**config.mk**
```make
export PLATFORM = sky130hd
export DESIGN_NAME = cwmv_back
export DESIGN_NICKNAME = d
export VERILOG_FILES = /design/src/hdl/cwmv_pkg.sv /design/src/hdl/cwmv_back.sv
export SDC_FILE = /design/constraint.sdc
export NUM_CORES = 2
export LEC_CHECK = 0
export BUFFER_PORTS_ARGS = -buffer_cell sky130_fd_sc_hd__buf_4
export CORE_ASPECT_RATIO = 1.2
export CORE_MARGIN = 2
export CORE_UTILIZATION = 35
export CTS_CLUSTER_SIZE = 20
export DETAILED_ROUTE_END_ITERATION = 8
export PLACE_DENSITY = 0.59
export SLEW_MARGIN = 10
export SYNTH_ARGS = -nofsm -noshare
export SYNTH_HDL_FRONTEND = slang
export SYNTH_SLANG_ARGS = --single-unit
```
**constraint.sdc**
```tcl
create_clock -name clock -period 15.9 [get_ports clock]
set_input_delay 1.59 -clock clock [delete_from_list [all_inputs] [get_ports clock]]
set_output_delay 1.59 -clock clock [all_outputs]
set_load 0.05 [all_outputs]
```
**src/hdl/cwmv_pkg.sv**
```systemverilog
`timescale 1ns / 1ps
// ----------------------------------------------------------------------------
// cwmv_pkg
// Shared types, constants and single-precision arithmetic steps of the
// compressed-weight matrix-vector unit.
// ----------------------------------------------------------------------------
package cwmv_pkg;

   localparam int MaxRowLength  = 4096;
   localparam int AddrWidth     = $clog2(MaxRowLength);
   localparam int LenWidth      = 13;
   localparam int RowsWidth     = 16;
   localparam int CsrIndexWidth = 2;
   localparam int CsrDataWidth  = 16;
   localparam int FifoDepth     = 4;
   localparam int FifoPtrWidth  = $clog2(FifoDepth);

   localparam logic [31:0] QuietBit   = 32'h0040_0000;
   localparam logic [31:0] DefaultNan = 32'hFFC0_0000;

   typedef enum logic [CsrIndexWidth-1:0] {
      CSR_WEIGHT_FORMAT = 2'd0,
      CSR_BIAS_ENABLE   = 2'd1,
      CSR_ROW_LENGTH    = 2'd2,
      CSR_ROWS_IN_USE   = 2'd3
   } csr_index_type;

   typedef enum logic {
      KIND_ACTIVATION = 1'b0,
      KIND_WEIGHT     = 1'b1
   } kind_type;

   typedef enum logic {
      FMT_BF16 = 1'b0,
      FMT_INT8 = 1'b1
   } format_type;

   typedef enum logic [2:0] {
      B_IDLE,
      B_MUL1,
      B_MUL2,
      B_MUL3,
      B_ADD1,
      B_ADD2,
      B_FIN
   } back_state_type;

   // One classified weight item, ready for the arithmetic back end.
   typedef struct packed {
      logic [31:0] weight;
      logic [31:0] act;
      logic        first;
      logic [31:0] start;
      logic        last;
      logic        scale;
      logic [31:0] scale_val;
      logic        last_row;
   } entry_type;

   typedef struct packed {
      logic full;
      logic empty;
   } fifo_status_type;

   typedef struct packed {
      logic               special;
      logic [31:0]        special_val;
      logic               sign;
      logic signed [10:0] exp_sum;
      logic [47:0]        prod;
   } mul_s1_type;

   typedef struct packed {
      logic               special;
      logic [31:0]        special_val;
      logic               sign;
      logic signed [10:0] be;
      logic [47:0]        pn;
   } mul_s2_type;

   typedef struct packed {
      logic        special;
      logic [31:0] special_val;
      logic        sign;
      logic        zero_sign;
      logic [8:0]  e;
      logic [27:0] sum;
   } add_s1_type;

   function automatic logic [5:0] lzc48(input logic [47:0] v);
      logic [5:0] n;
      n = 6'd47;
      for (int i = 0; i < 48; i++) begin
         if (v[i]) n = 6'(47 - i);
      end
      return n;
   endfunction

   function automatic logic [4:0] lzc27(input logic [26:0] v);
      logic [4:0] n;
      n = 5'd26;
      for (int i = 0; i < 27; i++) begin
         if (v[i]) n = 5'(26 - i);
      end
      return n;
   endfunction

   // Sign-extended int8 to single precision; always exact.
   function automatic logic [31:0] int8_to_float(input logic [7:0] b);
      logic [7:0]  mag;
      logic [2:0]  p;
      logic [23:0] m;
      mag = b[7] ? 8'(-b) : b;
      p = 3'd0;
      for (int i = 0; i < 8; i++) begin
         if (mag[i]) p = 3'(i);
      end
      m = {mag, 16'd0} << (3'd7 - p);
      if (mag == 8'd0) return 32'd0;
      return {b[7], 8'(8'd127 + {5'd0, p}), m[22:0]};
   endfunction

   // Multiply, first step: special operands and the raw significand product.
   function automatic mul_s1_type mul_stage1(input logic [31:0] a, input logic [31:0] b);
      mul_s1_type r;
      logic a_nan, b_nan, a_inf, b_inf, a_zero, b_zero;
      logic [7:0] ea, eb;
      logic [23:0] ma, mb;
      a_nan  = (a[30:23] == 8'hFF) && (a[22:0] != 23'd0);
      b_nan  = (b[30:23] == 8'hFF) && (b[22:0] != 23'd0);
      a_inf  = (a[30:23] == 8'hFF) && (a[22:0] == 23'd0);
      b_inf  = (b[30:23] == 8'hFF) && (b[22:0] == 23'd0);
      a_zero = (a[30:0] == 31'd0);
      b_zero = (b[30:0] == 31'd0);
      ea = (a[30:23] == 8'd0) ? 8'd1 : a[30:23];
      eb = (b[30:23] == 8'd0) ? 8'd1 : b[30:23];
      ma = {a[30:23] != 8'd0, a[22:0]};
      mb = {b[30:23] != 8'd0, b[22:0]};
      r.sign    = a[31] ^ b[31];
      r.exp_sum = $signed({3'd0, ea}) + $signed({3'd0, eb});
      r.prod    = 48'(ma) * 48'(mb);
      r.special = 1'b1;
      priority if (a_nan) r.special_val = a | QuietBit;
      else if (b_nan) r.special_val = b | QuietBit;
      else if ((a_inf && b_zero) || (b_inf && a_zero)) r.special_val = DefaultNan;
      else if (a_inf || b_inf) r.special_val = {r.sign, 8'hFF, 23'd0};
      else if (a_zero || b_zero) r.special_val = {r.sign, 31'd0};
      else begin
         r.special     = 1'b0;
         r.special_val = 32'd0;
      end
      return r;
   endfunction

   // Multiply, second step: bring the leading one of the product to the top.
   function automatic mul_s2_type mul_stage2(input mul_s1_type s);
      mul_s2_type r;
      logic [5:0] lz;
      lz = lzc48(s.prod);
      r.special     = s.special;
      r.special_val = s.special_val;
      r.sign        = s.sign;
      r.pn          = s.prod << lz;
      r.be          = s.exp_sum - 11'sd126 - $signed({5'd0, lz});
      return r;
   endfunction

   // Multiply, last step: subnormal shift, round to nearest even, pack.
   function automatic logic [31:0] mul_stage3(input mul_s2_type s);
      logic signed [10:0] sh;
      logic [47:0] shifted, mask;
      logic [30:0] packed_v;
      logic g, st;
      sh = 11'sd1 - s.be;
      if (s.special) return s.special_val;
      if (s.be >= 11'sd255) return {s.sign, 8'hFF, 23'd0};
      if (s.be >= 11'sd1) begin
         packed_v = {s.be[7:0], s.pn[46:24]};
         g  = s.pn[23];
         st = |s.pn[22:0];
      end else if (sh >= 11'sd48) begin
         packed_v = 31'd0;
         g  = 1'b0;
         st = 1'b1;
      end else begin
         shifted  = s.pn >> sh[5:0];
         mask     = ~({48{1'b1}} << sh[5:0]);
         packed_v = {8'd0, shifted[46:24]};
         g  = shifted[23];
         st = (|shifted[22:0]) | (|(s.pn & mask));
      end
      return {s.sign, packed_v + {30'd0, g & (st | packed_v[0])}};
   endfunction

   // Add, first step: special operands, alignment and the raw sum.
   function automatic add_s1_type add_stage1(input logic [31:0] a, input logic [31:0] b);
      add_s1_type r;
      logic a_nan, b_nan, a_inf, b_inf, swap;
      logic [31:0] big, sml;
      logic [7:0] e_big, e_sml, d;
      logic [26:0] big27, s27, al;
      a_nan = (a[30:23] == 8'hFF) && (a[22:0] != 23'd0);
      b_nan = (b[30:23] == 8'hFF) && (b[22:0] != 23'd0);
      a_inf = (a[30:23] == 8'hFF) && (a[22:0] == 23'd0);
      b_inf = (b[30:23] == 8'hFF) && (b[22:0] == 23'd0);
      swap  = b[30:0] > a[30:0];
      big   = swap ? b : a;
      sml   = swap ? a : b;
      e_big = (big[30:23] == 8'd0) ? 8'd1 : big[30:23];
      e_sml = (sml[30:23] == 8'd0) ? 8'd1 : sml[30:23];
      d     = e_big - e_sml;
      big27 = {big[30:23] != 8'd0, big[22:0], 3'd0};
      s27   = {sml[30:23] != 8'd0, sml[22:0], 3'd0};
      if (d >= 8'd27) begin
         al = {26'd0, |s27};
      end else begin
         al = (s27 >> d[4:0]) | {26'd0, |(s27 & ~({27{1'b1}} << d[4:0]))};
      end
      r.sign      = big[31];
      r.zero_sign = a[31] & b[31];
      r.e         = {1'b0, e_big};
      r.sum       = (big[31] != sml[31]) ? ({1'b0, big27} - {1'b0, al})
                                         : ({1'b0, big27} + {1'b0, al});
      r.special   = 1'b1;
      priority if (a_nan) r.special_val = a | QuietBit;
      else if (b_nan) r.special_val = b | QuietBit;
      else if (a_inf && b_inf && (a[31] != b[31])) r.special_val = DefaultNan;
      else if (a_inf) r.special_val = a;
      else if (b_inf) r.special_val = b;
      else begin
         r.special     = 1'b0;
         r.special_val = 32'd0;
      end
      return r;
   endfunction

   // Add, last step: normalize, round to nearest even, pack.
   function automatic logic [31:0] add_stage2(input add_s1_type s);
      logic [26:0] m;
      logic [9:0]  e_n, lim;
      logic [4:0]  lz, sh;
      logic [7:0]  ef;
      logic [30:0] packed_v;
      if (s.special) return s.special_val;
      if (s.sum == 28'd0) return {s.zero_sign, 31'd0};
      if (s.sum[27]) begin
         m   = {s.sum[27:2], s.sum[1] | s.sum[0]};
         e_n = {1'b0, s.e} + 10'd1;
      end else begin
         lz  = lzc27(s.sum[26:0]);
         lim = {1'b0, s.e} - 10'd1;
         sh  = ({5'd0, lz} < lim) ? lz : lim[4:0];
         m   = s.sum[26:0] << sh;
         e_n = {1'b0, s.e} - {5'd0, sh};
      end
      if (e_n >= 10'd255) return {s.sign, 8'hFF, 23'd0};
      ef       = m[26] ? e_n[7:0] : 8'd0;
      packed_v = {ef, m[25:3]};
      return {s.sign, packed_v + {30'd0, m[2] & (m[1] | m[0] | m[3])}};
   endfunction

endpackage

```
**src/hdl/cwmv_back.sv**
```systemverilog
`timescale 1ns / 1ps
// ----------------------------------------------------------------------------
// cwmv_back
// Arithmetic back end: rounded product, in-order row sum, optional row
// scale, and the output register of the result channel.
// ----------------------------------------------------------------------------
module cwmv_back
   import cwmv_pkg::*;
(
   input  logic            clock,
   input  logic            reset,
   input  fifo_status_type fifo_status,
   input  entry_type       head,
   output logic            pop,
   output logic            rsp_valid,
   input  logic            rsp_ready,
   output logic [31:0]     rsp_row_result,
   output logic            rsp_last_row
);

   back_state_type state_ff, state_in;
   entry_type      cur_ff;
   logic [31:0]    mul_a_ff, mul_b_ff, prod_ff, sum_ff, result_ff;
   mul_s1_type     s1_ff, s1_c;
   mul_s2_type     s2_ff, s2_c;
   add_s1_type     as1_ff, as1_c;
   logic [31:0]    m3_c, sum_c;
   logic           scale_phase_ff;
   logic           rsp_valid_ff, rsp_last_ff;
   logic [31:0]    rsp_result_ff;
   logic           out_free;
   logic           ld_head, ld_scale, prod_en, result_en, sum_en, out_load;

   assign s1_c     = mul_stage1(mul_a_ff, mul_b_ff);
   assign s2_c     = mul_stage2(s1_ff);
   assign m3_c     = mul_stage3(s2_ff);
   assign as1_c    = add_stage1(cur_ff.first ? cur_ff.start : sum_ff, prod_ff);
   assign sum_c    = add_stage2(as1_ff);
   assign out_free = !rsp_valid_ff || rsp_ready;

   // Next state.
   always_comb begin
      state_in = state_ff;
      unique case (state_ff)
         B_IDLE: if (!fifo_status.empty) state_in = B_MUL1;
         B_MUL1: state_in = B_MUL2;
         B_MUL2: state_in = B_MUL3;
         B_MUL3: state_in = scale_phase_ff ? B_FIN : B_ADD1;
         B_ADD1: state_in = B_ADD2;
         B_ADD2: begin
            if (cur_ff.last) state_in = cur_ff.scale ? B_MUL1 : B_FIN;
            else state_in = fifo_status.empty ? B_IDLE : B_MUL1;
         end
         B_FIN: if (out_free) state_in = B_IDLE;
         default: state_in = B_IDLE;
      endcase
   end

   // Control outputs.
   always_comb begin
      ld_head   = 1'b0;
      ld_scale  = 1'b0;
      prod_en   = 1'b0;
      result_en = 1'b0;
      sum_en    = 1'b0;
      out_load  = 1'b0;
      unique case (state_ff)
         B_IDLE: ld_head = !fifo_status.empty;
         B_MUL3: begin
            prod_en   = !scale_phase_ff;
            result_en = scale_phase_ff;
         end
         B_ADD2: begin
            sum_en    = 1'b1;
            ld_head   = !cur_ff.last && !fifo_status.empty;
            ld_scale  = cur_ff.last && cur_ff.scale;
            result_en = cur_ff.last && !cur_ff.scale;
         end
         B_FIN: out_load = out_free;
         default: ;
      endcase
   end

   assign pop = ld_head;

   always_ff @(posedge clock) begin
      s1_ff  <= s1_c;
      s2_ff  <= s2_c;
      as1_ff <= as1_c;
      if (ld_head) begin
         cur_ff   <= head;
         mul_a_ff <= head.weight;
         mul_b_ff <= head.act;
      end
      if (ld_scale) begin
         mul_a_ff <= sum_c;
         mul_b_ff <= cur_ff.scale_val;
      end
      if (prod_en) prod_ff <= m3_c;
      if (sum_en) sum_ff <= sum_c;
      if (result_en) result_ff <= scale_phase_ff ? m3_c : sum_c;
      if (out_load) begin
         rsp_result_ff <= result_ff;
         rsp_last_ff   <= cur_ff.last_row;
      end
      if (reset) begin
         state_ff       <= B_IDLE;
         scale_phase_ff <= 1'b0;
         rsp_valid_ff   <= 1'b0;
      end else begin
         state_ff <= state_in;
         if (ld_head) scale_phase_ff <= 1'b0;
         else if (ld_scale) scale_phase_ff <= 1'b1;
         if (out_load) rsp_valid_ff <= 1'b1;
         else if (rsp_ready) rsp_valid_ff <= 1'b0;
      end
   end

   assign rsp_valid      = rsp_valid_ff;
   assign rsp_row_result = rsp_result_ff;
   assign rsp_last_row   = rsp_last_ff;

endmodule

```
==> impl_metrics.toml <==
[outcome]
status = "finished, final reports clean"

[worst_setup_path]
critPathRequiredTime_ps = 16450
critPathKind = "reg -> reg"
rr_startpoint = "cur_ff[67]"
crit_start = "cur_ff[67]"
crit_top_cell = "buf_4"
end_kind = "flip-flop"
critPathMaxStageDelay_ps = 980
crit_arrival_ps = 12850
slowest_stage = "edfxtp_1"
path_max_fanout = 82
cp-start-kind = "flip-flop"

[hold_path]
min_path_type = "reg -> reg"
hold_start = "s1_ff[80]"

[sta]
hold_viol = 0
tightest_slew_ps = 1357
tns_ps = 0
relSlewSlack_pct = 8.552
grt_setup_unrepaired = "no"
fmax_mhz = 81.29
worst_slack_ps = 3599
min_period_ps = 12300
setup_violations = 0
slew_violations = 0
skew_ps = 40.64
min_period_over_period_pct = 77.37

[grt]
grtUsageMet3_pct = 3.370
antenna_found_initial = 13
grt_usage_pct = 24.17
grt_max_degree = 83
grt-ovfl-total = 0
top_usage_layer = "met2"
grt_pass1_vias = 45490
gr-usage-met1_pct = 28.71
grt_pass1_wl_um = 281500
met2_usage_pct = 42.43

[synthesis]
async_flop_share_pct = 0
syn-num-nets = 6875
netlist_area_mm2 = 0.05255
synth_cell_types = 114
synth_edf_count = 261
yosysMostFrequentCell = "nand2_1"
ys.flop_type = "edfxtp_1"
ys_seq_area_share_pct = 24.82
synth_area_leader_cell = "fa_1"
synth_area_per_cell_um2 = 8.823
ys_warn_count = 0
synth.top_cell.area_share_pct = 18.55
netlist_top_cells_count = "nand2_1, inv_1, fa_1"
ys_ff_latch = 521
synth_cells = 5956
ys_top_cells_by_area = "fa_1, edfxtp_1, dfxtp_1, ha_1, nand2_1"

[clock_network]
post_cts_buffers = 0
clkTransAtPathRegs_ps = 70
cts_resized = 0
clk_latency_ps = 710
clock-sinks = 521
cts-root-buf = "clkbuf_16"
tritoncts = "yes"
postCtsHoldBufs = 0
numCtsBuffers = 60
htree_levels = 2
cts_buffer_depth = 3

[job]
maxCapViolCount = 0

[placement]
dp_hpwl_um = 143900
io_buffers = 170
gp_congestion = 0.9721
dp_cells = 7847
place_ws_ps = 3945

[floorplan]
pin_count = 172
start_util_pct = 35.28
die_h_um = 428.5
die_w_um = 357.7
fp-row-count = 155
die_area_mm2 = 0.1533
core_mm2 = 0.1489

[cells_and_area]
nNetsFinal = 6866
syn2layout_area_growth_pct = 10.29
drive_above_1_share_pct = 9.787
finish.utilization_pct = 38.91
final_cells = 7965

[route]
routedWlPerCell_um = 23.69
ant_nets = 0
drt-vias-per-instance = 5.642
vias = 44935
initialDrtViolationCount = 3285
wl_um = 188700
dr.pass1.iters = 6
drc = 0
## path summary, 6_finish.rpt
| path | end | slack [ps] | cells after the start |
|---|---|---|---|
| max | as1_ff[25] | 3600 | 43 |
| min | s2_ff[80] | 310 | 0 |
| min reg2reg | s2_ff[80] | 310 | 0 |
| max reg2reg | as1_ff[25] | 3600 | 43 |
## state kept, by name, indices dropped and copies added, names as in the netlist, 68 cells and up
register  cells
cur_ff       68
as1_ff       71
s2_ff        93
s1_ff        91
## area by class of cell
class / count / area, um^2
clock inverters: 35 / 389.1
well taps: 1962 / 2455
inverters: 652 / 2451
repair buffers: 288 / 2162
diodes: 5 / 12.51
fillers: 15107 / 90990
flip-flops and latches: 521 / 13050
multi-input cells: 4424 / 35770
clock buffers: 78 / 1672
## routing by layer
layer | vias to the layer above | routed length, um
li1 | 20334 | -
met1 | 22164 | 71490
met2 | 1940 | 94270
met3 | 493 | 12560
met4 | 4 | 10380
met5 | - | 27
## critical path, delay by kind of cell (launching register included)
family | cells | cell delay [ps]
multiplexers | 1 | 670
flip-flops | 1 | 980
AND/OR/NAND/NOR | 7 | 1510
buffers and inverters | 10 | 2290
AO/OA/AOI/OAI | 20 | 5190
adder cells (fa/ha/maj) | 5 | 1420
## placed cells by master, fill, tap and decap left out, types with 21 or more instances in the layout
| cell | synthesis | layout |
|---|---|---|
| a211oi_1 | 40 | 39 |
| a21o_1 | 40 | 40 |
| a21oi_1 | 292 | 292 |
| a22o_1 | 36 | 36 |
| a22oi_1 | 30 | 30 |
| a31oi_1 | 43 | 42 |
| and2_1 | 221 | 219 |
| and3_1 | 40 | 38 |
| buf_4 | 2 | 288 |
| clkbuf_16 | 0 | 62 |
| dfxtp_1 | 260 | 258 |
| edfxtp_1 | 261 | 261 |
| fa_1 | 487 | 487 |
| ha_1 | 295 | 295 |
| inv_1 | 641 | 641 |
| mux2_2 | 67 | 67 |
| mux2i_1 | 218 | 218 |
| mux4_2 | 38 | 38 |
| nand2_1 | 911 | 911 |
| nand2b_1 | 39 | 38 |
| nand3_1 | 86 | 85 |
| nand4_1 | 52 | 52 |
| nor2_1 | 370 | 368 |
| nor2b_1 | 24 | 24 |
| nor3_1 | 76 | 74 |
| nor4_1 | 61 | 61 |
| o211ai_1 | 42 | 42 |
| o21a_1 | 21 | 21 |
| o21ai_0 | 274 | 273 |
| o21bai_1 | 36 | 36 |
| o22ai_1 | 38 | 38 |
| o31ai_1 | 35 | 33 |
| or3_1 | 28 | 28 |
| xnor2_1 | 107 | 104 |
| xor2_1 | 49 | 47 |
## kinds of logic (layout without fill, tap and decap cells)
kind of cell | Yosys count | in the layout | share of synthesized area, %
fa+ha+maj | 784 | 784 | 25.62
buf+inv | 1011 | 1053 | 7.403
compound gates | 1162 | 1162 | 14.62
xor+xnor | 156 | 156 | 2.600
flops | 521 | 521 | 24.82
mux | 324 | 324 | 7.260
other cells | 0 | 5 | 0
simple gates | 1998 | 1998 | 17.68
## through the flow
step                      area [um^2]  hold slack [ps]
final                           57950            314.0
after CTS                       57940            307.2
after detailed placement        55880            312.1
after floorplan                 52550            309.6
after global routing            57940            314.3
after global placement          55880            310.2
Power is not shown: default switching activity piles up to over one toggle a cycle in this logic, so the estimate is an artifact.
